[src/hdl/qfs_pkg.sv]
// ----------------------------------------------------------------------------
// qfs_pkg
// Shared types, codes and frame tables for the QUIC header and frame scanner.
// ----------------------------------------------------------------------------
package qfs_pkg;

    localparam int unsigned MAX_ID_LEN  = 20;
    localparam int unsigned MAX_PAYLOAD = 65535;

    // header phases
    localparam logic [3:0] HP_FIRST   = 4'd0;
    localparam logic [3:0] HP_SHORT   = 4'd1;
    localparam logic [3:0] HP_VERSION = 4'd2;
    localparam logic [3:0] HP_DCIDLEN = 4'd3;
    localparam logic [3:0] HP_DCID    = 4'd4;
    localparam logic [3:0] HP_SCIDLEN = 4'd5;
    localparam logic [3:0] HP_SCID    = 4'd6;
    localparam logic [3:0] HP_VN      = 4'd7;
    localparam logic [3:0] HP_TOKLEN  = 4'd8;
    localparam logic [3:0] HP_TOKEN   = 4'd9;
    localparam logic [3:0] HP_LENGTH  = 4'd10;
    localparam logic [3:0] HP_BODY    = 4'd11;
    localparam logic [3:0] HP_RETRY   = 4'd12;

    // frame phases
    localparam logic [3:0] FP_TYPE  = 4'd0;
    localparam logic [3:0] FP_FIELD = 4'd1;
    localparam logic [3:0] FP_GAP   = 4'd8;
    localparam logic [3:0] FP_RANGE = 4'd9;
    localparam logic [3:0] FP_SKIP  = 4'd10;
    localparam logic [3:0] FP_REST  = 4'd11;
    localparam logic [3:0] FP_CIDLEN = 4'd12;

    // what follows the varint fields of a frame
    localparam logic [2:0] TAIL_NONE     = 3'd0;
    localparam logic [2:0] TAIL_SKIPLAST = 3'd1;
    localparam logic [2:0] TAIL_REST     = 3'd2;
    localparam logic [2:0] TAIL_CID      = 3'd3;
    localparam logic [2:0] TAIL_SKIP8    = 3'd4;

    // packet kinds
    localparam logic [2:0] KIND_SHORT = 3'd0;
    localparam logic [2:0] KIND_VN    = 3'd1;
    localparam logic [2:0] KIND_INIT  = 3'd2;
    localparam logic [2:0] KIND_RETRY = 3'd5;

    // register indexes
    localparam logic REG_REGION_LIMIT = 1'b0;
    localparam logic REG_COUNT_LIMIT  = 1'b1;

    typedef struct packed {
        logic [2:0] count;
        logic [2:0] tail;
    } qfs_plan_t;

    typedef struct packed {
        logic [7:0] data;
        logic       last;
        qfs_plan_t  plan;
    } qfs_entry_t;

    typedef struct packed {
        logic [11:0] region_limit;
        logic [5:0]  count_limit;
    } qfs_cfg_t;

    typedef struct packed {
        logic [3:0]  phase;
        logic        load_skip;
        logic [63:0] skip;
    } qfs_tail_act_t;

    typedef struct packed {
        logic        parse_ok;
        logic        long_form;
        logic [2:0]  packet_kind;
        logic [31:0] version;
        logic [4:0]  dest_id_length;
        logic [4:0]  source_id_length;
        logic [13:0] offered_version_count;
        logic        frames_ok;
        logic        saw_ack;
        logic        saw_crypto;
        logic        saw_padding;
        logic        saw_stream;
    } qfs_result_t;

    function automatic qfs_plan_t frame_plan(input logic [7:0] t);
        qfs_plan_t p;
        p.count = 3'd1;
        p.tail  = TAIL_SKIPLAST;
        if (t[7:3] == 5'b00001) begin
            p.tail  = t[1] ? TAIL_SKIPLAST : TAIL_REST;
            p.count = 3'd1 + {2'd0, t[2]} + {2'd0, t[1]};
        end else begin
            case (t) inside
                8'h01, 8'h1E: begin p.count = 3'd0; p.tail = TAIL_NONE; end
                8'h02, 8'h03: begin p.count = 3'd4; p.tail = TAIL_NONE; end
                8'h04: begin p.count = 3'd3; p.tail = TAIL_NONE; end
                8'h05, 8'h11, 8'h15: begin p.count = 3'd2; p.tail = TAIL_NONE; end
                8'h06: begin p.count = 3'd2; p.tail = TAIL_SKIPLAST; end
                8'h07: begin p.count = 3'd1; p.tail = TAIL_SKIPLAST; end
                8'h10, 8'h12, 8'h13, 8'h14, 8'h16, 8'h17, 8'h19:
                    begin p.count = 3'd1; p.tail = TAIL_NONE; end
                8'h18: begin p.count = 3'd2; p.tail = TAIL_CID; end
                8'h1A, 8'h1B: begin p.count = 3'd0; p.tail = TAIL_SKIP8; end
                8'h1C: begin p.count = 3'd3; p.tail = TAIL_SKIPLAST; end
                8'h1D: begin p.count = 3'd2; p.tail = TAIL_SKIPLAST; end
                default: begin p.count = 3'd1; p.tail = TAIL_SKIPLAST; end
            endcase
        end
        return p;
    endfunction

    function automatic qfs_tail_act_t apply_tail(input logic [2:0] tail,
                                                 input logic [63:0] v);
        qfs_tail_act_t a;
        a.phase     = FP_TYPE;
        a.load_skip = 1'b0;
        a.skip      = v;
        case (tail)
            TAIL_SKIPLAST: begin
                a.load_skip = 1'b1;
                a.phase     = (v == 64'd0) ? FP_TYPE : FP_SKIP;
            end
            TAIL_REST: a.phase = FP_REST;
            TAIL_CID:  a.phase = FP_CIDLEN;
            TAIL_SKIP8: begin
                a.load_skip = 1'b1;
                a.skip      = 64'd8;
                a.phase     = FP_SKIP;
            end
            default: a.phase = FP_TYPE;
        endcase
        return a;
    endfunction

endpackage

[src/hdl/qfs_in_if.sv]
// ----------------------------------------------------------------------------
// qfs_in_if
// Payload byte channel: one byte per word, last flag marks the end.
// ----------------------------------------------------------------------------
interface qfs_in_if;
    logic       valid;
    logic       ready;
    logic [7:0] data_byte;
    logic       last_byte;

    modport source (output valid, output data_byte, output last_byte, input ready);
    modport sink (input valid, input data_byte, input last_byte, output ready);
endinterface

[src/hdl/qfs_out_if.sv]
// ----------------------------------------------------------------------------
// qfs_out_if
// Packet summary channel: one summary word per payload.
// ----------------------------------------------------------------------------
interface qfs_out_if;
    logic        valid;
    logic        ready;
    logic        parse_ok;
    logic        long_form;
    logic [2:0]  packet_kind;
    logic [31:0] version;
    logic [4:0]  dest_id_length;
    logic [4:0]  source_id_length;
    logic [13:0] offered_version_count;
    logic        frames_ok;
    logic        saw_ack;
    logic        saw_crypto;
    logic        saw_padding;
    logic        saw_stream;

    modport source (output valid, output parse_ok, output long_form,
                    output packet_kind, output version, output dest_id_length,
                    output source_id_length, output offered_version_count,
                    output frames_ok, output saw_ack, output saw_crypto,
                    output saw_padding, output saw_stream, input ready);
    modport sink (input valid, input parse_ok, input long_form,
                  input packet_kind, input version, input dest_id_length,
                  input source_id_length, input offered_version_count,
                  input frames_ok, input saw_ack, input saw_crypto,
                  input saw_padding, input saw_stream, output ready);
endinterface

[src/hdl/qfs_front.sv]
// ----------------------------------------------------------------------------
// qfs_front
// Accepts payload bytes, tags each with its frame-type plan, and queues them.
// ----------------------------------------------------------------------------
module qfs_front
    import qfs_pkg::*;
(
    input  logic       clk,
    input  logic       rst_n,
    qfs_in_if.sink     in_ch,
    output logic       head_valid,
    output qfs_entry_t head,
    input  logic       pop
);

    qfs_entry_t q_reg [2];
    logic       wr_ptr_reg;
    logic       rd_ptr_reg;
    logic [1:0] count_reg;
    logic [1:0] count_next;
    logic       push;
    qfs_entry_t new_entry;

    assign in_ch.ready = (count_reg != 2'd2);
    assign push        = in_ch.valid && in_ch.ready;
    assign head_valid  = (count_reg != 2'd0);
    assign head        = q_reg[rd_ptr_reg];

    always_comb
    begin
        new_entry.data = in_ch.data_byte;
        new_entry.last = in_ch.last_byte;
        new_entry.plan = frame_plan(in_ch.data_byte);
        count_next = count_reg + {1'b0, push} - {1'b0, pop};
    end

    always_ff @(posedge clk or negedge rst_n)
    begin
        if (!rst_n)
        begin
            wr_ptr_reg <= 1'b0;
            rd_ptr_reg <= 1'b0;
            count_reg  <= 2'd0;
        end
        else
        begin
            if (push)
            begin
                wr_ptr_reg <= ~wr_ptr_reg;
            end
            if (pop)
            begin
                rd_ptr_reg <= ~rd_ptr_reg;
            end
            count_reg <= count_next;
        end
    end

    always_ff @(posedge clk)
    begin
        if (push)
        begin
            q_reg[wr_ptr_reg] <= new_entry;
        end
    end

endmodule

[src/hdl/qfs_back.sv]
// ----------------------------------------------------------------------------
// qfs_back
// Walks header and frames a byte a cycle unless stalled; registers the summary.
// ----------------------------------------------------------------------------
module qfs_back
    import qfs_pkg::*;
(
    input  logic       clk,
    input  logic       rst_n,
    input  qfs_cfg_t   cfg,
    input  logic       head_valid,
    input  qfs_entry_t head,
    output logic       pop,
    qfs_out_if.source  out_ch
);

    logic [16:0] pos_reg, pos_next;
    logic [7:0]  fhb_reg, fhb_next;
    logic [3:0]  hp_reg, hp_next;
    logic [31:0] ver_reg, ver_next;
    logic [4:0]  dlen_reg, dlen_next;
    logic [4:0]  slen_reg, slen_next;
    logic [63:0] acc_reg, acc_next;
    logic [2:0]  vleft_reg, vleft_next;
    logic [63:0] skip_reg, skip_next;
    logic [16:0] rstart_reg, rstart_next;
    logic [16:0] rend_reg, rend_next;
    logic [3:0]  fp_reg, fp_next;
    logic [7:0]  ftype_reg, ftype_next;
    logic [63:0] ackleft_reg, ackleft_next;
    logic [5:0]  fcnt_reg, fcnt_next;
    logic [3:0]  flags_reg, flags_next;
    logic        pfail_reg, pfail_next;
    logic        ffail_reg, ffail_next;

    logic        out_valid_reg;
    qfs_result_t out_reg;
    qfs_result_t result;

    logic [7:0]  b;
    logic [63:0] vf_acc;
    logic [2:0]  vf_left;
    logic        vf_done;
    logic [16:0] pos_p1;
    logic [2:0]  pn;
    logic [15:0] len16;
    logic        len_bad;
    logic [15:0] body_size;
    logic        ids_fail;
    logic [3:0]  ids_phase;
    logic [63:0] skip_dec;
    logic [63:0] ack_dec;
    logic [3:0]  fk;
    logic        is_ack;
    logic [3:0]  ack_tail_phase;
    qfs_plan_t   reg_plan;
    qfs_tail_act_t ta;
    logic        in_region;
    logic [16:0] diff;
    logic        ok;
    logic        fok;
    logic [2:0]  kind;
    logic [13:0] vwords;

    assign b   = head.data;
    assign pop = head_valid && (!head.last || !out_valid_reg || out_ch.ready);

    always_comb
    begin
        if (vleft_reg == 3'd0)
        begin
            vf_acc = {58'd0, b[5:0]};
            case (b[7:6])
                2'd0: vf_left = 3'd0;
                2'd1: vf_left = 3'd1;
                2'd2: vf_left = 3'd3;
                default: vf_left = 3'd7;
            endcase
        end
        else
        begin
            vf_acc  = {acc_reg[55:0], b};
            vf_left = vleft_reg - 3'd1;
        end
        vf_done = (vf_left == 3'd0);
    end

    always_comb
    begin
        pos_p1    = pos_reg + 17'd1;
        pn        = {1'b0, fhb_reg[1:0]} + 3'd1;
        len16     = vf_acc[15:0];
        len_bad   = (|vf_acc[63:16]) || (len16 < {13'd0, pn});
        body_size = len16 - {13'd0, pn};
        ids_fail  = (ver_reg != 32'd0) && !fhb_reg[6];
        if (ver_reg == 32'd0)
        begin
            ids_phase = HP_VN;
        end
        else if (fhb_reg[5:4] == 2'd0)
        begin
            ids_phase = HP_TOKLEN;
        end
        else if (fhb_reg[5:4] == 2'd3)
        begin
            ids_phase = HP_RETRY;
        end
        else
        begin
            ids_phase = HP_LENGTH;
        end
        skip_dec       = skip_reg - 64'd1;
        ack_dec        = ackleft_reg - 64'd1;
        fk             = fp_reg - FP_FIELD;
        is_ack         = (ftype_reg == 8'h02) || (ftype_reg == 8'h03);
        ack_tail_phase = (ftype_reg == 8'h03) ? (FP_FIELD + 4'd4) : FP_TYPE;
        reg_plan       = frame_plan(ftype_reg);
        in_region      = (pos_reg >= rstart_reg) && (pos_reg < rend_reg) && !ffail_reg;
    end

    always_comb
    begin
        pos_next     = (pos_reg <= 17'(MAX_PAYLOAD)) ? pos_p1 : pos_reg;
        fhb_next     = fhb_reg;
        hp_next      = hp_reg;
        ver_next     = ver_reg;
        dlen_next    = dlen_reg;
        slen_next    = slen_reg;
        acc_next     = acc_reg;
        vleft_next   = vleft_reg;
        skip_next    = skip_reg;
        rstart_next  = rstart_reg;
        rend_next    = rend_reg;
        fp_next      = fp_reg;
        ftype_next   = ftype_reg;
        ackleft_next = ackleft_reg;
        fcnt_next    = fcnt_reg;
        flags_next   = flags_reg;
        ffail_next   = ffail_reg;
        pfail_next   = pfail_reg || (pos_reg >= 17'(MAX_PAYLOAD));
        ta           = apply_tail(TAIL_NONE, 64'd0);

        if (!pfail_next)
        begin
            unique case (hp_reg)
                HP_FIRST:
                begin
                    fhb_next = b;
                    if (b[7])
                    begin
                        hp_next = HP_VERSION;
                    end
                    else if (!b[6])
                    begin
                        pfail_next = 1'b1;
                    end
                    else
                    begin
                        hp_next = HP_SHORT;
                    end
                end
                HP_VERSION:
                begin
                    ver_next = {ver_reg[23:0], b};
                    if (pos_reg == 17'd4)
                    begin
                        hp_next = HP_DCIDLEN;
                    end
                end
                HP_DCIDLEN:
                begin
                    if (b > 8'(MAX_ID_LEN))
                    begin
                        pfail_next = 1'b1;
                    end
                    else
                    begin
                        dlen_next = b[4:0];
                        skip_next = {56'd0, b};
                        hp_next   = (b == 8'd0) ? HP_SCIDLEN : HP_DCID;
                    end
                end
                HP_DCID:
                begin
                    skip_next = skip_dec;
                    if (skip_dec == 64'd0)
                    begin
                        hp_next = HP_SCIDLEN;
                    end
                end
                HP_SCIDLEN:
                begin
                    if (b > 8'(MAX_ID_LEN))
                    begin
                        pfail_next = 1'b1;
                    end
                    else
                    begin
                        slen_next = b[4:0];
                        skip_next = {56'd0, b};
                        if (b == 8'd0)
                        begin
                            rstart_next = pos_p1;
                            if (ids_fail)
                            begin
                                pfail_next = 1'b1;
                            end
                            else
                            begin
                                hp_next = ids_phase;
                            end
                        end
                        else
                        begin
                            hp_next = HP_SCID;
                        end
                    end
                end
                HP_SCID:
                begin
                    skip_next = skip_dec;
                    if (skip_dec == 64'd0)
                    begin
                        rstart_next = pos_p1;
                        if (ids_fail)
                        begin
                            pfail_next = 1'b1;
                        end
                        else
                        begin
                            hp_next = ids_phase;
                        end
                    end
                end
                HP_TOKLEN:
                begin
                    acc_next   = vf_acc;
                    vleft_next = vf_left;
                    if (vf_done)
                    begin
                        skip_next = vf_acc;
                        hp_next   = (vf_acc == 64'd0) ? HP_LENGTH : HP_TOKEN;
                    end
                end
                HP_TOKEN:
                begin
                    skip_next = skip_dec;
                    if (skip_dec == 64'd0)
                    begin
                        hp_next = HP_LENGTH;
                    end
                end
                HP_LENGTH:
                begin
                    acc_next   = vf_acc;
                    vleft_next = vf_left;
                    if (vf_done)
                    begin
                        if (len_bad)
                        begin
                            pfail_next = 1'b1;
                        end
                        else
                        begin
                            rstart_next = pos_p1 + {14'd0, pn};
                            rend_next   = pos_p1 + {1'b0, len16};
                            if ((body_size == 16'd0) ||
                                (body_size > {4'd0, cfg.region_limit}))
                            begin
                                ffail_next = 1'b1;
                            end
                            hp_next = HP_BODY;
                        end
                    end
                end
                HP_BODY:
                begin
                    if (in_region)
                    begin
                        case (fp_reg)
                            FP_TYPE:
                            begin
                                if (fcnt_reg >= cfg.count_limit)
                                begin
                                    ffail_next = 1'b1;
                                end
                                else
                                begin
                                    fcnt_next  = fcnt_reg + 6'd1;
                                    ftype_next = b;
                                    if (b == 8'h00)
                                    begin
                                        flags_next[2] = 1'b1;
                                    end
                                    else
                                    begin
                                        if ((b == 8'h02) || (b == 8'h03))
                                        begin
                                            flags_next[0] = 1'b1;
                                        end
                                        if (b == 8'h06)
                                        begin
                                            flags_next[1] = 1'b1;
                                        end
                                        if (b[7:3] == 5'b00001)
                                        begin
                                            flags_next[3] = 1'b1;
                                        end
                                        if (head.plan.count != 3'd0)
                                        begin
                                            fp_next = FP_FIELD;
                                        end
                                        else
                                        begin
                                            ta      = apply_tail(head.plan.tail, 64'd0);
                                            fp_next = ta.phase;
                                            if (ta.load_skip)
                                            begin
                                                skip_next = ta.skip;
                                            end
                                        end
                                    end
                                end
                            end
                            FP_SKIP:
                            begin
                                skip_next = skip_dec;
                                if (skip_dec == 64'd0)
                                begin
                                    fp_next = FP_TYPE;
                                end
                            end
                            FP_REST:
                            begin
                                fp_next = FP_REST;
                            end
                            FP_CIDLEN:
                            begin
                                skip_next = {56'd0, b} + 64'd16;
                                fp_next   = FP_SKIP;
                            end
                            default:
                            begin
                                acc_next   = vf_acc;
                                vleft_next = vf_left;
                                if (vf_done)
                                begin
                                    if (fp_reg == FP_GAP)
                                    begin
                                        fp_next = FP_RANGE;
                                    end
                                    else if (fp_reg == FP_RANGE)
                                    begin
                                        ackleft_next = ack_dec;
                                        fp_next = (ack_dec != 64'd0) ? FP_GAP : ack_tail_phase;
                                    end
                                    else if (is_ack)
                                    begin
                                        if (fk == 4'd2)
                                        begin
                                            ackleft_next = vf_acc;
                                        end
                                        if (fk == 4'd3)
                                        begin
                                            fp_next = (ackleft_reg != 64'd0) ?
                                                      FP_GAP : ack_tail_phase;
                                        end
                                        else if (fk == 4'd6)
                                        begin
                                            fp_next = FP_TYPE;
                                        end
                                        else
                                        begin
                                            fp_next = fp_reg + 4'd1;
                                        end
                                    end
                                    else if ((fk + 4'd1) < {1'b0, reg_plan.count})
                                    begin
                                        fp_next = fp_reg + 4'd1;
                                    end
                                    else
                                    begin
                                        ta      = apply_tail(reg_plan.tail, vf_acc);
                                        fp_next = ta.phase;
                                        if (ta.load_skip)
                                        begin
                                            skip_next = ta.skip;
                                        end
                                    end
                                end
                            end
                        endcase
                    end
                end
                default:
                begin
                    hp_next = hp_reg;
                end
            endcase
        end
    end

    // summary from the state left after this byte
    always_comb
    begin
        diff   = pos_p1 - rstart_next;
        ok     = 1'b0;
        fok    = 1'b0;
        kind   = KIND_SHORT;
        vwords = 14'd0;
        case (hp_next)
            HP_SHORT: ok = (pos_p1 >= 17'd4);
            HP_VN:
            begin
                ok     = 1'b1;
                kind   = KIND_VN;
                vwords = diff[15:2];
            end
            HP_RETRY:
            begin
                ok   = (diff >= 17'd16);
                kind = KIND_RETRY;
            end
            HP_BODY:
            begin
                ok   = (pos_p1 >= rend_next);
                kind = KIND_INIT + {1'b0, fhb_next[5:4]};
                fok  = !ffail_next && ((fp_next == FP_TYPE) || (fp_next == FP_REST));
            end
            default: ok = 1'b0;
        endcase
        if (pfail_next)
        begin
            ok = 1'b0;
        end
        result = '0;
        if (ok)
        begin
            result.parse_ok              = 1'b1;
            result.long_form             = fhb_next[7];
            result.packet_kind           = kind;
            result.version               = fhb_next[7] ? ver_next : 32'd0;
            result.dest_id_length        = fhb_next[7] ? dlen_next : 5'd0;
            result.source_id_length      = fhb_next[7] ? slen_next : 5'd0;
            result.offered_version_count = vwords;
            if (fok)
            begin
                result.frames_ok   = 1'b1;
                result.saw_ack     = flags_next[0];
                result.saw_crypto  = flags_next[1];
                result.saw_padding = flags_next[2];
                result.saw_stream  = flags_next[3];
            end
        end
    end

    always_ff @(posedge clk or negedge rst_n)
    begin
        if (!rst_n)
        begin
            pos_reg     <= '0;
            fhb_reg     <= '0;
            hp_reg      <= HP_FIRST;
            ver_reg     <= '0;
            dlen_reg    <= '0;
            slen_reg    <= '0;
            acc_reg     <= '0;
            vleft_reg   <= '0;
            skip_reg    <= '0;
            rstart_reg  <= '0;
            rend_reg    <= '0;
            fp_reg      <= FP_TYPE;
            ftype_reg   <= '0;
            ackleft_reg <= '0;
            fcnt_reg    <= '0;
            flags_reg   <= '0;
            pfail_reg   <= 1'b0;
            ffail_reg   <= 1'b0;
            out_valid_reg <= 1'b0;
        end
        else
        begin
            if (pop && head.last)
            begin
                // end of payload: clear for the next one
                pos_reg     <= '0;
                fhb_reg     <= '0;
                hp_reg      <= HP_FIRST;
                ver_reg     <= '0;
                dlen_reg    <= '0;
                slen_reg    <= '0;
                acc_reg     <= '0;
                vleft_reg   <= '0;
                skip_reg    <= '0;
                rstart_reg  <= '0;
                rend_reg    <= '0;
                fp_reg      <= FP_TYPE;
                ftype_reg   <= '0;
                ackleft_reg <= '0;
                fcnt_reg    <= '0;
                flags_reg   <= '0;
                pfail_reg   <= 1'b0;
                ffail_reg   <= 1'b0;
            end
            else if (pop)
            begin
                pos_reg     <= pos_next;
                fhb_reg     <= fhb_next;
                hp_reg      <= hp_next;
                ver_reg     <= ver_next;
                dlen_reg    <= dlen_next;
                slen_reg    <= slen_next;
                acc_reg     <= acc_next;
                vleft_reg   <= vleft_next;
                skip_reg    <= skip_next;
                rstart_reg  <= rstart_next;
                rend_reg    <= rend_next;
                fp_reg      <= fp_next;
                ftype_reg   <= ftype_next;
                ackleft_reg <= ackleft_next;
                fcnt_reg    <= fcnt_next;
                flags_reg   <= flags_next;
                pfail_reg   <= pfail_next;
                ffail_reg   <= ffail_next;
            end

            if (pop && head.last)
            begin
                out_valid_reg <= 1'b1;
            end
            else if (out_ch.ready)
            begin
                out_valid_reg <= 1'b0;
            end
        end
    end

    always_ff @(posedge clk)
    begin
        if (pop && head.last)
        begin
            out_reg <= result;
        end
    end

    assign out_ch.valid                 = out_valid_reg;
    assign out_ch.parse_ok              = out_reg.parse_ok;
    assign out_ch.long_form             = out_reg.long_form;
    assign out_ch.packet_kind           = out_reg.packet_kind;
    assign out_ch.version               = out_reg.version;
    assign out_ch.dest_id_length        = out_reg.dest_id_length;
    assign out_ch.source_id_length      = out_reg.source_id_length;
    assign out_ch.offered_version_count = out_reg.offered_version_count;
    assign out_ch.frames_ok             = out_reg.frames_ok;
    assign out_ch.saw_ack               = out_reg.saw_ack;
    assign out_ch.saw_crypto            = out_reg.saw_crypto;
    assign out_ch.saw_padding           = out_reg.saw_padding;
    assign out_ch.saw_stream            = out_reg.saw_stream;

endmodule

[src/hdl/quic_packet_header_frame_scan_top.sv]
// Summary path: the last payload byte passes the queue stage, then the
//   parser's output register, before its summary word is valid.
// Throughput: one payload byte per cycle, except that a last byte waits while
//   the previous summary is untaken; a two-entry queue absorbs output stalls.
// Reset: rst_n clears all parse state asynchronously and sets the region
//   limit to 512 and the frame count limit to 32.
// ----------------------------------------------------------------------------
// quic_packet_header_frame_scan_top
// QUIC packet header checker and frame scanner with an APB register port.
// ----------------------------------------------------------------------------
module quic_packet_header_frame_scan_top
    import qfs_pkg::*;
(
    input  logic        clk,
    input  logic        rst_n,
    qfs_in_if.sink      in_ch,
    qfs_out_if.source   out_ch,
    input  logic        psel,
    input  logic        penable,
    input  logic        pwrite,
    input  logic [2:0]  paddr,
    input  logic [31:0] pwdata,
    output logic [31:0] prdata,
    output logic        pready
);

    logic [11:0] region_limit_reg;
    logic [5:0]  count_limit_reg;
    logic        cfg_write;
    qfs_cfg_t    cfg;
    logic        head_valid;
    qfs_entry_t  head;
    logic        pop;

    assign pready    = 1'b1;
    assign cfg_write = psel && penable && pwrite && pready;
    assign cfg.region_limit = region_limit_reg;
    assign cfg.count_limit  = count_limit_reg;

    always_ff @(posedge clk or negedge rst_n)
    begin
        if (!rst_n)
        begin
            region_limit_reg <= 12'd512;
            count_limit_reg  <= 6'd32;
        end
        else if (cfg_write)
        begin
            if (paddr[2] == REG_REGION_LIMIT)
            begin
                region_limit_reg <= pwdata[11:0];
            end
            else
            begin
                count_limit_reg <= pwdata[5:0];
            end
        end
    end

    always_comb
    begin
        if (paddr[2] == REG_COUNT_LIMIT)
        begin
            prdata = {26'd0, count_limit_reg};
        end
        else
        begin
            prdata = {20'd0, region_limit_reg};
        end
    end

    qfs_front u_front (
        .clk        (clk),
        .rst_n      (rst_n),
        .in_ch      (in_ch),
        .head_valid (head_valid),
        .head       (head),
        .pop        (pop)
    );

    qfs_back u_back (
        .clk        (clk),
        .rst_n      (rst_n),
        .cfg        (cfg),
        .head_valid (head_valid),
        .head       (head),
        .pop        (pop),
        .out_ch     (out_ch)
    );

endmodule

[src/flat_wrapper.sv]
// flat-port wrapper written by rule: the top's interface ports become plain ports
module quic_packet_header_frame_scan_top_flat import qfs_pkg::*;
  (clk, rst_n, psel, penable, pwrite, paddr, pwdata, prdata, pready, in_ch_valid, in_ch_data_byte, in_ch_last_byte, in_ch_ready, out_ch_valid, out_ch_parse_ok, out_ch_long_form, out_ch_packet_kind, out_ch_version, out_ch_dest_id_length, out_ch_source_id_length, out_ch_offered_version_count, out_ch_frames_ok, out_ch_saw_ack, out_ch_saw_crypto, out_ch_saw_padding, out_ch_saw_stream, out_ch_ready);
  qfs_in_if in_ch_i ();
  qfs_out_if out_ch_i ();
  input  logic clk;
  input  logic rst_n;
  input  logic psel;
  input  logic penable;
  input  logic pwrite;
  input  logic [2:0] paddr;
  input  logic [31:0] pwdata;
  output logic [31:0] prdata;
  output logic pready;
  input wire logic [$bits(in_ch_i.valid)-1:0] in_ch_valid;
  input wire logic [$bits(in_ch_i.data_byte)-1:0] in_ch_data_byte;
  input wire logic [$bits(in_ch_i.last_byte)-1:0] in_ch_last_byte;
  output wire logic [$bits(in_ch_i.ready)-1:0] in_ch_ready;
  output wire logic [$bits(out_ch_i.valid)-1:0] out_ch_valid;
  output wire logic [$bits(out_ch_i.parse_ok)-1:0] out_ch_parse_ok;
  output wire logic [$bits(out_ch_i.long_form)-1:0] out_ch_long_form;
  output wire logic [$bits(out_ch_i.packet_kind)-1:0] out_ch_packet_kind;
  output wire logic [$bits(out_ch_i.version)-1:0] out_ch_version;
  output wire logic [$bits(out_ch_i.dest_id_length)-1:0] out_ch_dest_id_length;
  output wire logic [$bits(out_ch_i.source_id_length)-1:0] out_ch_source_id_length;
  output wire logic [$bits(out_ch_i.offered_version_count)-1:0] out_ch_offered_version_count;
  output wire logic [$bits(out_ch_i.frames_ok)-1:0] out_ch_frames_ok;
  output wire logic [$bits(out_ch_i.saw_ack)-1:0] out_ch_saw_ack;
  output wire logic [$bits(out_ch_i.saw_crypto)-1:0] out_ch_saw_crypto;
  output wire logic [$bits(out_ch_i.saw_padding)-1:0] out_ch_saw_padding;
  output wire logic [$bits(out_ch_i.saw_stream)-1:0] out_ch_saw_stream;
  input wire logic [$bits(out_ch_i.ready)-1:0] out_ch_ready;
  assign in_ch_i.valid = in_ch_valid;
  assign in_ch_i.data_byte = in_ch_data_byte;
  assign in_ch_i.last_byte = in_ch_last_byte;
  assign in_ch_ready = in_ch_i.ready;
  assign out_ch_valid = out_ch_i.valid;
  assign out_ch_parse_ok = out_ch_i.parse_ok;
  assign out_ch_long_form = out_ch_i.long_form;
  assign out_ch_packet_kind = out_ch_i.packet_kind;
  assign out_ch_version = out_ch_i.version;
  assign out_ch_dest_id_length = out_ch_i.dest_id_length;
  assign out_ch_source_id_length = out_ch_i.source_id_length;
  assign out_ch_offered_version_count = out_ch_i.offered_version_count;
  assign out_ch_frames_ok = out_ch_i.frames_ok;
  assign out_ch_saw_ack = out_ch_i.saw_ack;
  assign out_ch_saw_crypto = out_ch_i.saw_crypto;
  assign out_ch_saw_padding = out_ch_i.saw_padding;
  assign out_ch_saw_stream = out_ch_i.saw_stream;
  assign out_ch_i.ready = out_ch_ready;
  quic_packet_header_frame_scan_top u_core (.clk(clk), .rst_n(rst_n), .in_ch(in_ch_i), .out_ch(out_ch_i), .psel(psel), .penable(penable), .pwrite(pwrite), .paddr(paddr), .pwdata(pwdata), .prdata(prdata), .pready(pready));
endmodule
[config.mk]
export PLATFORM = sky130hd
export DESIGN_NAME = quic_packet_header_frame_scan_top_flat
export DESIGN_NICKNAME = d
export VERILOG_FILES = /design/src/hdl/qfs_pkg.sv /design/src/hdl/qfs_in_if.sv /design/src/hdl/qfs_out_if.sv /design/src/hdl/qfs_front.sv /design/src/hdl/qfs_back.sv /design/src/hdl/quic_packet_header_frame_scan_top.sv /design/src/flat_wrapper.sv
export SDC_FILE = /design/constraint.sdc
export NUM_CORES = 1
export LEC_CHECK = 0
export BUFFER_PORTS_ARGS = -buffer_cell sky130_fd_sc_hd__buf_2
export CAP_MARGIN = 15
export CELL_PAD_IN_SITES_DETAIL_PLACEMENT = 2
export CELL_PAD_IN_SITES_GLOBAL_PLACEMENT = 2
export CORE_MARGIN = 3
export CORE_UTILIZATION = 42
export DETAILED_ROUTE_END_ITERATION = 8
export GPL_ROUTABILITY_DRIVEN = 0
export HOLD_SLACK_MARGIN = 0.06
export PLACE_DENSITY = 0.95
export SLEW_MARGIN = 30
export SYNTH_ARGS = -nofsm -noshare
export SYNTH_HDL_FRONTEND = slang
export SYNTH_HIERARCHICAL = 1
export SYNTH_SLANG_ARGS = --single-unit
[constraint.sdc]
create_clock -name clk -period 21.5 [get_ports clk]
set_clock_uncertainty 0.05 [all_clocks]
set_input_delay 2.15 -clock clk [delete_from_list [all_inputs] [get_ports clk]]
set_output_delay 2.15 -clock clk [all_outputs]
set_load 0.01 [all_outputs]
==> results of run 1 <==
[stage by stage]
stage | util [%] | worst slack, ps | cell area, µm²
after floorplan | - | 14580 | 30100
after global placement | 44.3 | 12610 | 31200
after detailed placement | 44.3 | 11900 | 31200
after CTS | 46.7 | 11380 | 32900
after global routing | 46.8 | 10420 | 33000
final | 46.8 | 10400 | 33000
[cell type report]
class / count / area [µm²]
clock buffers: 73 / 1470
clock inverters: 23 / 214
diodes: 6 / 15.0
fillers: 7571 / 37500
inverters: 156 / 591
well taps: 940 / 1180
repair buffers: 157 / 965
multi-input cells: 2739 / 17300
flip-flops and latches: 433 / 11300
[synth_stat cells (50+ instances only)]
cell        n  area (µm²)
nor2_1    356        1340
dfrtp_1   335        8380
o21ai_0   321        1610
nand2_1   319        1200
a21oi_1   208        1040
clkbuf_1  190         713
nor3_1    167         836
inv_1     153         574
ha_1      133        1660
edfxtp_1   96        2880
xnor2_1    82         718
nor4_1     79         494
o31ai_1    74         556
o22ai_1    69         432
a31oi_1    65         407
nand3_1    59         295
nand4_1    58         363
a22o_1     54         473
mux2i_1    54         541
xor2_1     50         438
[power breakdown]
part | switching (mW) | internal [mW] | leakage, nW | total [mW]
clock | 0.451 | 0.504 | 0.823 | 0.955
combinational | 1.89 | 0.631 | 7.40 | 2.52
sequential | 0.213 | 1.01 | 5.54 | 1.22
total | 2.56 | 2.14 | 13.8 | 4.70
[worst max-delay path, cell delays in order (launching register included)]
cell and delay, ps:
dfrtp_1 460, nor4_1 730, nand3_1 640, nor3_2 670, nand4b_1 350, xor2_1 280
nand4_1 540, nor3_1 750, nand2_2 370, o21ai_2 720, a222oi_1 170, o21ai_0 460
inv_1 170, ha_1 330, nor2b_1 170, o2111ai_1 300, nand3b_1 210, a311oi_1 540
o21ai_0 330, o21a_1 270, nor2_1 310, o2bb2ai_1 170, a22oi_1 130, nor3b_1 500
a211o_1 280, a21o_1 150, buf_4 470, nor3_1 240
[path summary, 6_finish.rpt]
check	from	depth (start not counted)	slack, ps	end
setup / recovery	u_core/u_back/skip_reg[11]$_DFFE_PN0P_	27	10400	u_core/u_back/out_ch.version[13]$_SDFFCE_PN0P_
hold / removal	u_core/u_back/slen_reg[1]$_DFFE_PN0P_	1	460	u_core/u_back/slen_reg[1]$_DFFE_PN0P_
setup reg to reg	u_core/u_back/skip_reg[11]$_DFFE_PN0P_	27	10400	u_core/u_back/out_ch.version[13]$_SDFFCE_PN0P_
hold reg to reg	u_core/u_back/slen_reg[1]$_DFFE_PN0P_	1	460	u_core/u_back/slen_reg[1]$_DFFE_PN0P_
max in group asynchronous	rst_n	3	18490	u_core/u_back/hp_reg[0]$_DFFE_PN0P_
min in group asynchronous	rst_n	1	1290	u_core/u_back/ackleft_reg[14]$_DFFE_PN0P_
[cells in the final DEF (no fill, tap or decap), types with 26 or more instances in the layout]
cell / count
buf_4: 42
nand3_1: 59
o21ai_0: 320
mux2i_1: 54
o21a_1: 26
a22o_1: 54
nor2_1: 355
nand2_1: 318
xor2_1: 50
o22ai_1: 69
edfxtp_1: 96
a21oi_1: 205
nor3_1: 164
mux2_2: 31
a22oi_1: 28
clkbuf_16: 53
xnor2_1: 82
nand4_1: 58
dfrtp_1: 335
inv_1: 153
buf_2: 107
nor4_1: 74
nand2b_1: 34
or3_1: 40
o31ai_1: 73
ha_1: 133
a31oi_1: 65
nor2b_1: 44
[layer usage]
layer	up-vias	part of all wire [%]	wire (µm)
li1	13000	-	-
met1	17200	35	61600
met2	3249	44	78700
met3	1337	11	20000
met4	10	10	18200
met5	-	0.059	105
[logic make-up (layout without fill, tap and decap cells)]
group	Yosys count	after routing
compound gates	1034	1034
xor+xnor	132	132
fa+ha+maj	137	137
buf+inv	400	409
flops	433	433
mux	97	97
other cells	2	27
simple gates	1318	1318
==> summary.txt, run 1 <==
Status
  • Status: finished, violations left
  • Violated checks: max-capacitance violations, max-slew violations

Pwr
  • P per Cell Area: 142 nW/µm²
  • Worst VDD drop: 0.103 mV
  • Lkg Pwr: 13.8 nW
  • Total power after layout: 4.70 mW

Finish
  • Post-route insts no fill: 4527
  • Area Overhead vs Synth: 9.86%
  • Share of cells above drive strength 1: 10.3%
  • Layout Nets: 3727

Clock tree
  • Number of clock sinks: 433
  • CTS buffer count: 52
  • Setup bufs post-CTS: 0
  • Hold Buf Count CTS: 0
  • Reg clk slew, reported paths: 70 ps
  • Worst-Skew Late Latency: 690 ps
  • Post-CTS sizing: 0
  • CTS Root Buffer Type: clkbuf_16
  • CTS max path bufs: 3
  • H-tree Lvls: 2
  • CTS tree: done

Critical path
  • Crit path kind: reg -> reg
  • Critical Path End Type: flop
  • Crit path DAT: 11430 ps
  • Crit path required time: 21840 ps
  • Startpoint Class: flop
  • CP Max Fanout: 47

GRT
  • Grt peak-use layer: met2
  • Initial antenna violation count: 10
  • Largest net degree at the start of global routing: 107
  • Grt ovf: 0
  • Met2 usage: 70.8%
  • GRT Util Overall: 44.6%
  • First-pass GRT wire length: 252 mm
  • Vias in the first global route: 36400
  • Met1 Resource Use GR: 52.1%
  • Met3 Track Usage GR: 10.6%

Floorplan
  • Top Ports: 152
  • Die H: 274 µm
  • Cell Rows: 97
  • DIE AREA: 74800 µm²
  • Die Wd: 274 µm
  • Core area: 70500 µm²
  • Initial Util: 42.6%

Timing
  • Final Cycle Share: 51.6%
  • WHS: 462 ps
  • Final TNS setup: 0 ps
  • Unrepaired setup endpoints after global routing: false
  • Tmin final: 11100 ps
  • Setup violations, final: 0
  • Fin. Hold Viols: 0
  • Pins Over Slew Limit: 2
  • Worst Tran Pin Value: 1980 ps
  • Worst slew margin: -33.2%
  • Max frequency: 90.1 MHz

Placement
  • Input/output buffers: 108
  • DPL Wire Length: 104 mm
  • Placed cells: 4424

Synth
  • Syn_area_per_cell: 8.46 µm²
  • Largest family of logic cells by synthesized area: simple AND/OR/NAND/NOR gates
  • Simple-gate share of the synthesized area: 21.8%
  • Post-synth cell types: 103
  • Yosys warning total: 6
  • Mux cell area share after synthesis: 3.58%
  • Sequential cell area fraction in the yosys report: 37.6%
  • Adder-cell share of the synthesized area: 5.80%
  • Mapped Area: 30100 µm²
  • Flops & latches, synth: 433
  • Syn Inst Count: 3553
  • Post-synth EDFFs: 96
  • Main flop type after synthesis: dfrtp_1
  • Ys async rst share: 77.8%
  • Xor and xnor area share after synthesis: 3.85%
  • Compound-Gate Fraction of Synth Area: 21.8%

Job
  • Max Cap Viol: 1

Route
  • DRT antenna net count: 0
  • Via Count: 34800
  • Drt drc: 0
  • WL/cell: 39.5 µm
  • Post-Route WL: 179 mm
  • DRT iter0 DRCs: 5446
  • Drt via density: 7.68
  • First-pass iteration count of the detailed router: 6

Min path
  • Hold WC Path Type: reg -> reg
No activity file was read; power rests on OpenSTA's default activity.
==> run 2: changes to the inputs <==
--- a/config.mk
+++ b/config.mk
@@ -5,16 +5,17 @@
 export SDC_FILE = /design/constraint.sdc
 export NUM_CORES = 1
 export LEC_CHECK = 0
+export ABC_AREA = 1
 export BUFFER_PORTS_ARGS = -buffer_cell sky130_fd_sc_hd__buf_2
 export CAP_MARGIN = 15
 export CELL_PAD_IN_SITES_DETAIL_PLACEMENT = 2
 export CELL_PAD_IN_SITES_GLOBAL_PLACEMENT = 2
 export CORE_MARGIN = 3
-export CORE_UTILIZATION = 42
+export CORE_UTILIZATION = 36
 export DETAILED_ROUTE_END_ITERATION = 8
 export GPL_ROUTABILITY_DRIVEN = 0
 export HOLD_SLACK_MARGIN = 0.06
-export PLACE_DENSITY = 0.95
+export PLACE_DENSITY = 0.93
 export SLEW_MARGIN = 30
 export SYNTH_ARGS = -nofsm -noshare
 export SYNTH_HDL_FRONTEND = slang
==> constraint.sdc (replaced) <==
create_clock -name clk -period 10.5 [get_ports clk]
set_clock_uncertainty 0.05 [all_clocks]
set_input_delay 1.05 -clock clk [delete_from_list [all_inputs] [get_ports clk]]
set_output_delay 1.05 -clock clk [all_outputs]
set_load 0.01 [all_outputs]
==> run 2 against run 1 <==
  * The flow now finishes without violations
  * Clock power up 130%
  * Critical endpoint is now u_core/u_back/out_ch.version[22]$_SDFFCE_PN0P_
  * Area after synthesis grew 11%
  * Synthesized cell count grew 40%
  * Combinational power rose to 3.2 times the previous value
  * Non-clock buffer count decreased by 10
  * Largest cell class unchanged
  * Via count rose by 15%
  * Sequential power grew 100%
  * Sequential share of layout area is 3.9 points lower
  * Final cell count grew 39%
==> summary.txt, run 2 <==
Clock tree
  • CTS tree: done
  • Number of clock sinks: 433
  • Reg clk slew, reported paths: 70 ps
  • CTS buffer count: 56
  • CTS Root Buffer Type: clkbuf_16
  • CTS max path bufs: 3
  • Setup bufs post-CTS: 0
  • Worst-Skew Late Latency: 690 ps
  • H-tree Lvls: 2
  • Hold Buf Count CTS: 0
  • Post-CTS sizing: 0

Critical path
  • Crit path required time: 10820 ps
  • Critical Path End Type: flop
  • Crit path kind: reg -> reg
  • Worst path max stage delay: 770 ps
  • WP buf/inv: 5
  • Crit path max-delay cell type: ha_1
  • Crit path DAT: 10560 ps
  • Top delay family on crit path: simple AND/OR/NAND/NOR gates
  • Startpoint Class: flop
  • CP Max Fanout: 43

Timing
  • Final TNS setup: 0 ps
  • Worst Tran Pin Value: 1110 ps
  • Setup violations, final: 0
  • Tmin final: 10240 ps
  • Fin. Hold Viols: 0
  • Unrepaired setup endpoints after global routing: false
  • Worst slew margin: 25.4%
  • Pins Over Slew Limit: 0
  • WHS: 324 ps
  • Final Cycle Share: 97.5%
  • Max frequency: 97.7 MHz
  • Worst setup slack after layout: 262 ps

GRT
  • Initial antenna violation count: 2
  • Largest net degree at the start of global routing: 140
  • GRT Util Overall: 38.3%
  • Vias in the first global route: 44700
  • Grt ovf: 0
  • First-pass GRT wire length: 287 mm

Synth
  • Syn Inst Count: 4976
  • Flops & latches, synth: 433
  • Yosys warning total: 6
  • Main area contributors after synthesis: dfrtp_1, nand2_1, edfxtp_1
  • Main flop type after synthesis: dfrtp_1
  • Syn_area_per_cell: 6.73 µm²
  • Cell with the most instances after synthesis: nand2_1
  • Post-synth EDFFs: 96
  • Yosys top cell by area: dfrtp_1
  • Top cell type's share of synthesized area: 25.0%
  • Most instantiated cells after synthesis: nand2_1, nor2_1, inv_1
  • Sequential cell area fraction in the yosys report: 33.8%
  • Mapped Area: 33500 µm²
  • Post-synth cell types: 73
  • Ys async rst share: 77.8%

Route
  • Post-Route WL: 192 mm
  • DRT iter0 DRCs: 4198
  • Drt drc: 0
  • Drt via density: 6.37
  • DRT antenna net count: 0
  • Via Count: 40100
  • WL/cell: 30.5 µm
  • First-pass iteration count of the detailed router: 6

Job
  • Max Cap Viol: 0

Pwr
  • P per Cell Area: 345 nW/µm²
  • Total power after layout: 12.9 mW
  • Lkg Pwr: 17.9 nW
  • Worst VDD drop: 0.190 mV

Finish
  • Post-route insts no fill: 6289
  • Fillers: 11000
  • Reg area: 11300 µm²
  • Layout Nets: 5184
  • Leading cell type in the layout, fill and taps excluded: nand2_1
  • Post-Layout Inst Area: 37200 µm²
  • Share of cells above drive strength 1: 8.13%
  • Area of the multi-input gates: 19100 µm²
  • Area Overhead vs Synth: 11.1%
  • Commonest non-fill, non-tap cells in the layout: nand2_1, nor2_1, inv_1
  • Final core occ: 40.5%

Placement
  • Input/output buffers: 108
  • Worst slack, placed: 1320 ps
  • Placed cell area: 35100 µm²
  • DPL Wire Length: 124 mm
  • Placed cells: 6180

Floorplan
  • Cell Rows: 111
  • Die Wd: 311 µm
  • Initial Util: 36.4%
  • Die H: 311 µm
  • DIE AREA: 96700 µm²
  • Core area: 91900 µm²
  • Top Ports: 152

Status
  • Status: complete, no violations

Min path
  • Hold WC Path Type: in -> async
run 2: worst reg2reg max path: cells and delay by family, from the launching register on:
| family | cells | cell delay (ps) |
|---|---|---|
| and+or+nand+nor | 14 | 3400 |
| AOI/OAI and AO/OA | 9 | 2770 |
| buffers and inverters | 5 | 1780 |
| adders and majority gates | 3 | 1300 |
| DFF | 1 | 420 |
| xor gates and xnor gates | 1 | 250 |
run 2: kinds of logic after synthesis:
logic type	synth area share [%]
other cells	0.0224
mux	0.504
compound gates	16.7
simple gates	32.5
buf+inv	9.59
xor+xnor	1.67
fa+ha+maj	5.21
flops	33.8
run 2: layout make-up:
class	instances	area share (%)
inverter	613	6.19
multi-input combinational	3745	51.4
sequential	433	30.4
clock inverter	37	1.22
antenna	2	0.0134
clock buffer	69	4.19
timing repair buffer	147	2.37
tap	1243	4.18
run 2: worst paths after layout:
| check | slack (ps) | end | cells after the start | startpoint |
|---|---|---|---|---|
| max reg2reg | 260 | u_core/u_back/out_ch.version[22]$_SDFFCE_PN0P_ | 32 | u_core/u_back/vleft_reg[0]$_DFFE_PN0P_ |
| max in group asynchronous | 7900 | u_core/u_back/rstart_reg[4]$_DFFE_PN0P_ | 3 | rst_n |
| min in group clk | 440 | u_core/u_back/acc_reg[54]$_DFFE_PN0P_ | 2 | u_core/u_back/acc_reg[54]$_DFFE_PN0P_ |
| max | 260 | u_core/u_back/out_ch.version[22]$_SDFFCE_PN0P_ | 32 | u_core/u_back/vleft_reg[0]$_DFFE_PN0P_ |
| min reg2reg | 440 | u_core/u_back/acc_reg[54]$_DFFE_PN0P_ | 2 | u_core/u_back/acc_reg[54]$_DFFE_PN0P_ |
| min | 320 | u_core/u_back/ackleft_reg[53]$_DFFE_PN0P_ | 1 | rst_n |
run 2: where the power goes:
group,total (mW),switching (mW),internal (mW)
clock,2.22,0.941,1.28
combinational,8.15,6.33,1.82
sequential,2.49,0.372,2.12
total,12.9,7.64,5.22
run 2: layer usage:
| metal | vias up | wire, µm | part of all wire [%] | track usage [%] |
|---|---|---|---|---|
| li1 | 16500 | - | - | - |
| met1 | 20200 | 69600 | 36 | 42.5 |
| met2 | 2338 | 90700 | 47 | 64.5 |
| met3 | 1086 | 12800 | 6.7 | 6.27 |
| met4 | 0 | 19000 | 9.9 | 31.5 |
| met5 | - | 0 | 0 | 0 |
